<file path="config.mk">
export PLATFORM = sky130hd
export DESIGN_NAME = bitmap_block_allocator_unit
export DESIGN_NICKNAME = d
export VERILOG_FILES = /design/src/hdl/bba_pkg.sv /design/src/hdl/bitmap_block_allocator_unit.sv /design/src/hdl/bba_mem.sv /design/src/hdl/bba_ctrl.sv
export VERILOG_INCLUDE_DIRS = /design/src /design/src/hdl
export SDC_FILE = /design/constraint.sdc
export NUM_CORES = 2
export LEC_CHECK = 0
export ABC_CLOCK_PERIOD_IN_PS = 10000
export BUFFER_PORTS_ARGS = -buffer_cell sky130_fd_sc_hd__buf_2
export CAP_MARGIN = 20
export CORE_ASPECT_RATIO = 2
export CORE_MARGIN = 1.5
export CORE_UTILIZATION = 60
export DETAILED_ROUTE_END_ITERATION = 6
export HOLD_SLACK_MARGIN = 0.02
export PLACE_DENSITY = 0.76
export SYNTH_ARGS = -nofsm -noshare
export SYNTH_HDL_FRONTEND = slang
export SYNTH_SLANG_ARGS = --single-unit
</file>
<file path="constraint.sdc">
create_clock -name aclk -period 10 [get_ports aclk]
set_input_delay 2 -clock aclk [delete_from_list [all_inputs] [get_ports aclk]]
set_output_delay 2 -clock aclk [all_outputs]
set_load 0.005 [all_outputs]
</file>
<file path="src/hdl/bitmap_block_allocator_unit_assert.svh">
// assertion macros used by the allocator top level
`ifndef BITMAP_BLOCK_ALLOCATOR_UNIT_ASSERT_SVH
`define BITMAP_BLOCK_ALLOCATOR_UNIT_ASSERT_SVH

// same-cycle implication, off while reset is held
`define BBA_ASSERT_IMPL(label, clk, rstn, ante, cons) \
    label: assert property (@(posedge clk) disable iff (!(rstn)) (ante) |-> (cons)) \
        else $error("allocator check failed");

// next-cycle implication, also checked through reset
`define BBA_ASSERT_NEXT(label, clk, ante, cons) \
    label: assert property (@(posedge clk) (ante) |=> (cons)) \
        else $error("allocator check failed");

`endif

</file>
<file path="src/hdl/bba_pkg.sv">
`timescale 1ns / 1ps

package bba_pkg;

    // sizes of the fixed fields
    localparam int COUNT_W  = 11;
    localparam int INDEX_W  = 10;
    localparam int STATUS_W = 2;
    localparam int CMD_W    = 2;

    localparam int          MAX_BLOCKS_DEF = 1024;
    localparam logic [10:0] COUNT_RESET    = 11'd1024;

    // command codes
    localparam logic [1:0] CMD_CLEAR_ALL = 2'd0;
    localparam logic [1:0] CMD_FIND_FREE = 2'd1;
    localparam logic [1:0] CMD_MARK_USED = 2'd2;
    localparam logic [1:0] CMD_MARK_FREE = 2'd3;

    // status codes
    localparam logic [1:0] ST_OK    = 2'd0;
    localparam logic [1:0] ST_NONE  = 2'd1;
    localparam logic [1:0] ST_RANGE = 2'd2;

    // one finished result
    typedef struct packed {
        logic [INDEX_W-1:0]  free_index;
        logic [STATUS_W-1:0] status;
    } result_t;

endpackage

</file>
<file path="src/hdl/bitmap_block_allocator_unit.sv">
`timescale 1ns / 1ps
// channel   direction  contents
// s_        in         request: command in tuser, block index in tdata
// m_        out        result: status in tuser, free index in tdata
// cfg_      in         block count register write
//
// mark_used / mark_free go through read, then modify and write, then hand over.
// clear_all and find_free sweep the bitmap one byte per cycle through the single
// read port; find_free stops at the first byte that holds a free block.
// after reset the store is swept to zero with s_tready low.
// a new request is taken while a result waits in the output register.

`include "bitmap_block_allocator_unit_assert.svh"

module bitmap_block_allocator_unit #(
    parameter int MAX_BLOCKS = bba_pkg::MAX_BLOCKS_DEF
) (
    input  logic        aclk,
    input  logic        aresetn,
    // config register
    input  logic        cfg_wr_en,
    input  logic [10:0] cfg_wr_data,
    // request channel
    input  logic        s_tvalid,
    output logic        s_tready,
    input  logic [15:0] s_tdata,   // [9:0] block_index, [15:10] zero
    input  logic [1:0]  s_tuser,   // [1:0] command
    // result channel
    output logic        m_tvalid,
    input  logic        m_tready,
    output logic [15:0] m_tdata,   // [9:0] free_index, [15:10] zero
    output logic [1:0]  m_tuser    // [1:0] status
);

    localparam int STORE_BYTES = (MAX_BLOCKS + 7) / 8;
    localparam int AW = (STORE_BYTES > 1) ? $clog2(STORE_BYTES) : 1;
    localparam int CW = $clog2(MAX_BLOCKS + 1);
    localparam int MW = (CW > bba_pkg::COUNT_W) ? CW : bba_pkg::COUNT_W;

    logic [bba_pkg::COUNT_W-1:0] count_reg;
    logic [CW-1:0]               live_cnt;
    logic                        m_tvalid_reg;
    bba_pkg::result_t            out_reg;
    logic                        res_valid;
    logic                        res_ready;
    bba_pkg::result_t            res;
    logic                        mem_re;
    logic [AW-1:0]               mem_raddr;
    logic [7:0]                  mem_rdata;
    logic                        mem_we;
    logic [AW-1:0]               mem_waddr;
    logic [7:0]                  mem_wdata;

    // block count register
    always_ff @(posedge aclk) begin
        if (!aresetn) begin
            count_reg <= bba_pkg::COUNT_RESET;
        end else if (cfg_wr_en) begin
            count_reg <= cfg_wr_data;
        end
    end

    // count in effect saturates at MAX_BLOCKS
    assign live_cnt = (MW'(count_reg) > MW'(MAX_BLOCKS)) ? CW'(MAX_BLOCKS) : CW'(count_reg);

    bba_ctrl #(
        .STORE_BYTES (STORE_BYTES),
        .AW          (AW),
        .CW          (CW)
    ) u_ctrl (
        .aclk      (aclk),
        .aresetn   (aresetn),
        .cnt       (live_cnt),
        .in_valid  (s_tvalid),
        .in_ready  (s_tready),
        .in_cmd    (s_tuser),
        .in_idx    (s_tdata[9:0]),
        .res_valid (res_valid),
        .res_ready (res_ready),
        .res       (res),
        .mem_re    (mem_re),
        .mem_raddr (mem_raddr),
        .mem_rdata (mem_rdata),
        .mem_we    (mem_we),
        .mem_waddr (mem_waddr),
        .mem_wdata (mem_wdata)
    );

    bba_mem #(
        .DEPTH (STORE_BYTES),
        .AW    (AW)
    ) u_mem (
        .aclk  (aclk),
        .we    (mem_we),
        .waddr (mem_waddr),
        .wdata (mem_wdata),
        .re    (mem_re),
        .raddr (mem_raddr),
        .rdata (mem_rdata)
    );

    // output register
    assign res_ready = !m_tvalid_reg || m_tready;

    always_ff @(posedge aclk) begin
        if (!aresetn) begin
            m_tvalid_reg <= 1'b0;
        end else if (res_ready) begin
            m_tvalid_reg <= res_valid;
        end
    end

    always_ff @(posedge aclk) begin
        if (res_ready && res_valid) begin
            out_reg <= res;
        end
    end

    assign m_tvalid = m_tvalid_reg;
    assign m_tdata  = {6'b0, out_reg.free_index};
    assign m_tuser  = out_reg.status;

    // checks
    `BBA_ASSERT_IMPL(a_index_only_ok, aclk, aresetn,
        m_tvalid && (m_tuser != bba_pkg::ST_OK), m_tdata == 16'd0)
    `BBA_ASSERT_NEXT(a_busy_after_reset, aclk, !aresetn, !s_tready)
    `BBA_ASSERT_NEXT(a_busy_after_request, aclk, aresetn && s_tvalid && s_tready, !s_tready)

endmodule

</file>
<file path="src/hdl/bba_mem.sv">
`timescale 1ns / 1ps

module bba_mem #(
    parameter int DEPTH = 128,
    parameter int AW    = 7
) (
    input  logic          aclk,
    input  logic          we,
    input  logic [AW-1:0] waddr,
    input  logic [7:0]    wdata,
    input  logic          re,
    input  logic [AW-1:0] raddr,
    output logic [7:0]    rdata
);

    logic [7:0] mem [DEPTH];

    // one write port, one registered read port
    always_ff @(posedge aclk) begin
        if (we) begin
            mem[waddr] <= wdata;
        end
        if (re) begin
            rdata <= mem[raddr];
        end
    end

endmodule

</file>
<file path="src/hdl/bba_ctrl.sv">
`timescale 1ns / 1ps

module bba_ctrl #(
    parameter int STORE_BYTES = 128,
    parameter int AW          = 7,
    parameter int CW          = 11
) (
    input  logic                          aclk,
    input  logic                          aresetn,
    input  logic [CW-1:0]                 cnt,
    input  logic                          in_valid,
    output logic                          in_ready,
    input  logic [bba_pkg::CMD_W-1:0]     in_cmd,
    input  logic [bba_pkg::INDEX_W-1:0]   in_idx,
    output logic                          res_valid,
    input  logic                          res_ready,
    output bba_pkg::result_t              res,
    output logic                          mem_re,
    output logic [AW-1:0]                 mem_raddr,
    input  logic [7:0]                    mem_rdata,
    output logic                          mem_we,
    output logic [AW-1:0]                 mem_waddr,
    output logic [7:0]                    mem_wdata
);

    localparam logic [2:0] S_INIT    = 3'd0;
    localparam logic [2:0] S_IDLE    = 3'd1;
    localparam logic [2:0] S_MARK_RD = 3'd2;
    localparam logic [2:0] S_MARK_WR = 3'd3;
    localparam logic [2:0] S_SCAN    = 3'd4;
    localparam logic [2:0] S_DONE    = 3'd5;

    localparam int IW = (CW > bba_pkg::INDEX_W) ? CW : bba_pkg::INDEX_W;

    logic [2:0]                    state_reg, state_next;
    logic [bba_pkg::CMD_W-1:0]     cmd_reg, cmd_next;
    logic [bba_pkg::INDEX_W-1:0]   idx_reg, idx_next;
    logic [AW:0]                   rd_ptr_reg, rd_ptr_next;
    logic                          pend_vld_reg, pend_vld_next;
    logic [AW-1:0]                 pend_addr_reg, pend_addr_next;
    logic [AW-1:0]                 init_ptr_reg, init_ptr_next;
    bba_pkg::result_t              res_reg, res_next;

    logic [CW:0]     cnt_p7;
    logic [AW:0]     nbytes;
    logic [AW:0]     full_bytes;
    logic [2:0]      rem;
    logic            partial;
    logic [7:0]      in_mask;
    logic [7:0]      free_bits;
    logic            hit;
    logic [2:0]      pos;
    logic            last_byte;
    logic            idx_out;
    logic [AW-1:0]   idx_addr;
    logic [7:0]      idx_bit;

    // bytes covered by the count and the partial tail byte
    assign cnt_p7     = {1'b0, cnt} + (CW+1)'(7);
    assign nbytes     = (AW+1)'(cnt_p7 >> 3);
    assign full_bytes = (AW+1)'(cnt >> 3);
    assign rem        = cnt[2:0];
    assign partial    = ({1'b0, pend_addr_reg} == full_bytes);
    assign in_mask    = partial ? ~(8'hFF >> rem) : 8'hFF;
    assign last_byte  = ({1'b0, pend_addr_reg} == (nbytes - (AW+1)'(1)));

    // free marks of the byte just read, lowest block first from the msb
    assign free_bits = ~mem_rdata & in_mask;
    assign hit       = |free_bits;

    always_comb begin
        pos = 3'd0;
        for (int off = 7; off >= 0; off--) begin
            if (free_bits[7-off]) begin
                pos = 3'(off);
            end
        end
    end

    // single-block mark address and bit
    assign idx_out  = (IW'(in_idx) >= IW'(cnt));
    assign idx_addr = AW'(idx_reg >> 3);
    assign idx_bit  = 8'h80 >> idx_reg[2:0];

    assign in_ready  = (state_reg == S_IDLE);
    assign res_valid = (state_reg == S_DONE);
    assign res       = res_reg;

    // sequencer
    always_comb begin
        state_next     = state_reg;
        cmd_next       = cmd_reg;
        idx_next       = idx_reg;
        rd_ptr_next    = rd_ptr_reg;
        pend_vld_next  = pend_vld_reg;
        pend_addr_next = pend_addr_reg;
        init_ptr_next  = init_ptr_reg;
        res_next       = res_reg;
        mem_re         = 1'b0;
        mem_raddr      = rd_ptr_reg[AW-1:0];
        mem_we         = 1'b0;
        mem_waddr      = pend_addr_reg;
        mem_wdata      = 8'h00;
        unique case (state_reg)
            S_INIT: begin
                mem_we        = 1'b1;
                mem_waddr     = init_ptr_reg;
                init_ptr_next = init_ptr_reg + AW'(1);
                if (init_ptr_reg == AW'(STORE_BYTES - 1)) begin
                    state_next = S_IDLE;
                end
            end
            S_IDLE: begin
                if (in_valid) begin
                    cmd_next      = in_cmd;
                    idx_next      = in_idx;
                    rd_ptr_next   = '0;
                    pend_vld_next = 1'b0;
                    res_next      = '{free_index: '0, status: bba_pkg::ST_OK};
                    unique case (in_cmd)
                        bba_pkg::CMD_CLEAR_ALL: begin
                            state_next = (nbytes == '0) ? S_DONE : S_SCAN;
                        end
                        bba_pkg::CMD_FIND_FREE: begin
                            if (nbytes == '0) begin
                                res_next.status = bba_pkg::ST_NONE;
                                state_next      = S_DONE;
                            end else begin
                                state_next = S_SCAN;
                            end
                        end
                        default: begin
                            if (idx_out) begin
                                res_next.status = bba_pkg::ST_RANGE;
                                state_next      = S_DONE;
                            end else begin
                                state_next = S_MARK_RD;
                            end
                        end
                    endcase
                end
            end
            S_MARK_RD: begin
                mem_re     = 1'b1;
                mem_raddr  = idx_addr;
                state_next = S_MARK_WR;
            end
            S_MARK_WR: begin
                mem_we     = 1'b1;
                mem_waddr  = idx_addr;
                mem_wdata  = (cmd_reg == bba_pkg::CMD_MARK_USED) ?
                             (mem_rdata | idx_bit) : (mem_rdata & ~idx_bit);
                state_next = S_DONE;
            end
            S_SCAN: begin
                // keep one byte read ahead of the one being checked
                pend_vld_next = 1'b0;
                if (rd_ptr_reg < nbytes) begin
                    mem_re         = 1'b1;
                    rd_ptr_next    = rd_ptr_reg + (AW+1)'(1);
                    pend_vld_next  = 1'b1;
                    pend_addr_next = rd_ptr_reg[AW-1:0];
                end
                if (pend_vld_reg) begin
                    if (cmd_reg == bba_pkg::CMD_CLEAR_ALL) begin
                        mem_we    = 1'b1;
                        mem_wdata = mem_rdata & ~in_mask;
                        if (last_byte) begin
                            pend_vld_next = 1'b0;
                            state_next    = S_DONE;
                        end
                    end else if (hit) begin
                        res_next.free_index = bba_pkg::INDEX_W'({pend_addr_reg, pos});
                        pend_vld_next       = 1'b0;
                        state_next          = S_DONE;
                    end else if (last_byte) begin
                        res_next.status = bba_pkg::ST_NONE;
                        pend_vld_next   = 1'b0;
                        state_next      = S_DONE;
                    end
                end
            end
            S_DONE: begin
                if (res_ready) begin
                    state_next = S_IDLE;
                end
            end
            default: begin
                state_next = S_IDLE;
            end
        endcase
    end

    // control registers
    always_ff @(posedge aclk) begin
        if (!aresetn) begin
            state_reg    <= S_INIT;
            init_ptr_reg <= '0;
            pend_vld_reg <= 1'b0;
        end else begin
            state_reg    <= state_next;
            init_ptr_reg <= init_ptr_next;
            pend_vld_reg <= pend_vld_next;
        end
    end

    // request and scan payload
    always_ff @(posedge aclk) begin
        cmd_reg       <= cmd_next;
        idx_reg       <= idx_next;
        rd_ptr_reg    <= rd_ptr_next;
        pend_addr_reg <= pend_addr_next;
        res_reg       <= res_next;
    end

endmodule

</file>
* Word-level counts from Yosys, hierarchy flattened *
Memory sizes are Yosys's and may differ from the RTL's. A register that Yosys moved wholly into a read port is not among the register bits.
Cells that the tools add are included.

storage, ports and cells
  memories kept = 1
  bits in writable memories = 1024
  bits in registers = 74

memories
  name       depth  bits a word  read ports  clocked after Yosys merged registers in  wr ports  RTL line       RTL
  u_mem.mem  128    8            1           1                                        1         bba_mem.sv:16  logic [7:0] mem [DEPTH];

operators by class
  mux-type cells = 53
  shift operators = 2
  $lt $le $gt $ge = 3
  equal/unequal tests = 19
  reduce and logical (&&, ||, !) cells = 18
  bitwise gates (word level) = 8
  add/subtract/negate cells = 4

operators by type and width
  kind                                                                 number
  3-bit two-way mux                                                    17
  8-bit two-way mux                                                    6
  12-bit two-way mux                                                   3
  8-bit inverter                                                       4
  8-bit case mux with 2 select lines                                   2
  8-bit AND                                                            3
  12-bit case mux with 2 select lines                                  1
  3-bit case mux with 6 select lines                                   1
  7-bit by 8-bit equality test with 1-bit output                       2
  8-bit by 3-bit >> shifter with 8-bit output (first input constant)   2
  7-bit case mux with 2 select lines                                   1
  1-bit two-way mux                                                    12
  2-bit by 1-bit != test with 1-bit output (second input constant)     6
  11-bit by 3-bit adder with 11-bit output (second input constant)     1
  10-bit by 11-bit >= comparator with 1-bit output                     1
  11-bit > comparator (second input constant)                          1
  11-bit two-way mux                                                   1
  10-bit two-way mux                                                   1
  8-bit by 1-bit adder with 8-bit output (second input constant)       1
  8-bit logical NOT                                                    1
  8-bit < comparator                                                   1
  8-bit bitwise OR                                                     1
  8-bit OR reduction                                                   1
  8-bit by 1-bit subtractor with 8-bit output (second input constant)  1
  24 further kinds                                                     36

* Logic depth before layout (Yosys ltp) *
  depth in word-level cells = 18
  gate-level depth with buffers = 15

* Modules after synthesis *
Synthesis repeated with hierarchy kept, for this count alone.

unflattened totals
  cells, all modules = 2109
  area, all modules = 44431.4 µm²

modules (own cells, without submodules)
  module                       area an instance (µm²)  cells each  seq. area each (µm²)  instances
  bba_mem                      39745.6                 1635        30989.7               1
  bba_ctrl                     3742.3                  403         1391.3                1
  bitmap_block_allocator_unit  943.4                   71          600.6                 1

* Worst setup path after synthesis *
Ideal clock, no wire load.

  path kind = register to register
  start = reg u_ctrl.state_reg[1]
  end = mem u_mem.mem[0][6], data pin
  setup time = 1.225 ns
  buffers on the path = 2
  arrival time = 6.621 ns
  clock period less this slack = 7.845 ns
  cell stages (with the launch flop) = 8
  path slack = 2.155 ns
  path through = dfxtp_1 -> buf_2 -> nand2_1 -> or2_2 -> clkbuf_1 -> nor2b_1 -> nand2_1 -> o31ai_1

on the way
  cells in the longest elaborated chain, start to end = 2

ends and longest elaborated chain
  what                                                                                   RTL line                           RTL
  from (decl)                                                                            bba_ctrl.sv:35                     logic [2:0] state_reg, state_next;
  from (signal assigned)                                                                 bba_ctrl.sv:201                    state_reg <= state_next;
  3-bit equality test or 3-bit by 2-bit equality test with 1-bit output (tied branches)  bba_ctrl.sv:104                    unique case (state_reg)
  8-bit case mux with 2 select lines *                                                   bba_ctrl.sv:104
  net mem_wdata[6]                                                                       bitmap_block_allocator_unit.sv:52  logic [7:0] mem_wdata;
  to (decl)                                                                              bba_mem.sv:16

Mark *: on every way through the listed nets, which the timed path passes. The rest lies on a longest branch.

* Final worst setup path *
  start = reg u_ctrl.state_reg[2]
  end = reg u_mem.rdata[2] (read register of u_mem.mem), data pin

on the way
  cells in the longest elaborated chain, start to end = 2

ends and longest elaborated chain
  what                                                                                   RTL line         RTL
  3-bit equality test or 3-bit by 2-bit equality test with 1-bit output (tied branches)  bba_ctrl.sv:104
  1-bit case mux with 2 select lines or 7-bit two-way mux (tied branches)                bba_ctrl.sv:104
  to (decl)                                                                              bba_mem.sv:13    output logic [7:0] rdata

Several ways; a longest one is shown, not always the timed one.
A chain may end at the register's enable or synchronous reset.

==> results.json <==
{
  "numPortBuffers": 41,
  "p_per_area_nw_per_um2": 177,
  "yosys.area.top_type": "edfxtp_1",
  "hold_violations": 0,
  "clockBufferDepth": 3,
  "cp-end-kind": "register",
  "crit_type": "reg -> reg",
  "synth_area_um2": 44800,
  "route.detailed.drc": 0,
  "num_vias": 24425,
  "avgSynthCellArea_um2": 17.7,
  "gr-usage-all-layers_pct": 29.8,
  "cap_viol_max_count": 0,
  "cts_setup_buffers": 0,
  "start_kind": "register",
  "fin_crit_ns": 5.03,
  "worstSkewPairLatency_ns": 0.68,
  "reg2reg_from": "u_ctrl.state_reg[2]",
  "drtAntennaViolNets": 0,
  "hp-class": "reg -> reg",
  "finalMaxSlewViolations": 0,
  "totalPowerFinal_mw": 8.64,
  "root_buffer": "clkbuf_16",
  "fmax_ghz": 0.199,
  "reg2reg_slack_ns": 4.97,
  "leakagePower_nw": 15.3,
  "period_share_pct": 50.3,
  "synthArstFlopShare_pct": 0,
  "cts_tree": "done",
  "startpoint": "u_ctrl.state_reg[2]",
  "vdd_drop_max_v": 0.000141,
  "largest_reg_flops": 1024,
  "die_w_um": 196,
  "synth_edf_count": 1083,
  "yosysSeqAreaShare_pct": 73.7,
  "core_um2": 73900,
  "synth_most_common_cell": "edfxtp_1",
  "vias_per_cell": 6.82,
  "grt_max_degree": 111,
  "worstMarginPinSlew_ns": 1.11,
  "die_area_um2": 76400,
  "synth_top_area_share_pct": 72.6,
  "cts_max_level": 3,
  "synth.distinct_cells": 75,
  "hpwl_mm": 71.7,
  "fp-row-count": 141,
  "cts_hold_buf": 0,
  "grt-ovfl-total": 0,
  "synth_common_cells": "edfxtp_1 (1083), nand2_1 (203), mux4_2 (199)",
  "slew_headroom_pct": 26.0,
  "min_from": "u_ctrl.res[9]",
  "gp_congestion": 0.939,
  "tns_ns": 0,
  "status": "finished clean",
  "clkSinkCount": 1106,
  "setup_violations": 0,
  "crit_arrival_ns": 5.46,
  "cts_resized": 0,
  "yosysWarnings": 0,
  "drtPass1Iterations": 7,
  "grt_pass1_wl_mm": 162,
  "grt_pass1_vias": 25015,
  "drive_gt1_share_pct": 17.2,
  "area_growth_pct": 9.01,
  "final.setup_skew_ns": 0.0364,
  "drtIter0Drc": 2604,
  "netlist_top_cells_area": "edfxtp_1 (73%), mux4_2 (10%), nand2_1 (1.7%)",
  "numCtsBuffers": 88,
  "worstPathMaxFanout": 33,
  "utilization_pct": 66.0,
  "start_util_pct": 60.6,
  "rsz0062_at_grt": "no",
  "clk_pin_slew_worst_paths_ns": 0.07,
  "die-height_um": 389,
  "io_pins": 54,
  "dpl_cell_area_um2": 45900,
  "crit_required_ns": 10.43,
  "ys_ff_latch": 1106,
  "synthCells": 2528,
  "fin_nets": 2627,
  "wire_per_inst_um": 31.3,
  "design_area_um2": 48800,
  "antenna_found_initial": 2,
  "ys.flop_type": "edfxtp_1",
  "wl_mm": 112,
  "fillCellCount": 4734
}
## power breakdown
part | internal, mW | switching [mW] | leakage, nW | total (mW)
Clock | 1.90 | 1.61 | 1.40 | 3.51
Combinational | 0.0304 | 0.0659 | 3.99 | 0.0963
Sequential | 5.02 | 0.0120 | 9.88 | 5.03
## path summary, 6_finish.rpt
| kind | to | depth (start not counted) |
|---|---|---|
| setup / recovery | u_mem.rdata[2] | 10 |
| hold / removal | m_tdata[7] | 0 |
| setup reg to reg | u_mem.rdata[2] | 10 |
| hold reg to reg | m_tdata[7] | 0 |
## cells in the final DEF, fill, tap and decap left out, types with 8 or more instances in the layout
master	n
inv_1	30
edfxtp_1	1083
a211oi_1	18
o22ai_1	9
xnor2_1	15
mux2i_1	49
o22a_1	16
o21ai_0	32
nor3_1	17
and2_1	13
mux4_2	199
ha_1	19
o211ai_1	8
nand2b_1	12
clkbuf_1	13
nor2_1	175
nand4_1	25
and3_1	31
buf_4	48
a31oi_1	26
nand2_1	203
dfxtp_1	23
buf_2	42
a21oi_1	55
nand3_1	38
xor2_1	15
a311oi_1	15
clkinv_1	24
or4_1	8
o31a_1	9
clkbuf_16	94
a21o_1	12
clkinv_2	17
a221oi_1	8
a22oi_1	87
nor2b_1	23
## per-stage QoR
stage	cells	hold WS [ns]	setup WS [ns]
after floorplan	2533	0.400	2.15
after global placement	3410	0.402	5.07
after detailed placement	3410	0.405	5.01
after CTS	3574	0.422	4.99
after global routing	3579	0.436	4.84
final	3579	0.429	4.97
## cell families (layout without fill, tap and decap cells)
logic type                 after synthesis  after routing  share of synthesized area, %
AOI/OAI and AO/OA                      360            360                          5.69
other                                    1              8                       0.00838
xor gates and xnor gates                30             30                         0.587
buffers and inverters                  175            290                          2.19
adders and majority gates               20             20                         0.553
muxes                                  259            259                          11.4
DFF                                   1106           1106                          73.7
and+or+nand+nor                        577            577                          5.88
## area by class of cell
| type | instances | area, um2 | area share [%] |
|---|---|---|---|
| inverter | 31 | 116 | 0.238 |
| antenna | 2 | 5.00 | 0.0103 |
| tap | 929 | 1160 | 2.38 |
| clock buffer | 107 | 2400 | 4.92 |
| sequential | 1106 | 33000 | 67.6 |
| timing repair buffer | 95 | 671 | 1.37 |
| clock inverter | 57 | 469 | 0.961 |
| multi-input combinational | 1252 | 11000 | 22.5 |
## routing by layer
metal | up-vias | track usage (%) | wire, um
met3 | 389 | 5.03 | 8140
met2 | 1376 | 52.7 | 58900
met4 | 0 | 23.4 | 10100
li1 | 10242 | - | -
met5 | - | 0 | 0
met1 | 12418 | 31.4 | 34800
## critical path, stage by stage (launching register included)
cell and delay [ns]:
dfxtp_1 0.31, buf_4 0.29, and4bb_1 0.22, buf_4 0.20
a21oi_4 0.80, buf_4 0.66, mux4_2 0.60, a22oi_1 0.46
a21oi_1 0.27, or4_1 0.71, o31a_1 0.19
Note: power is estimated with default switching activity, not from simulation.
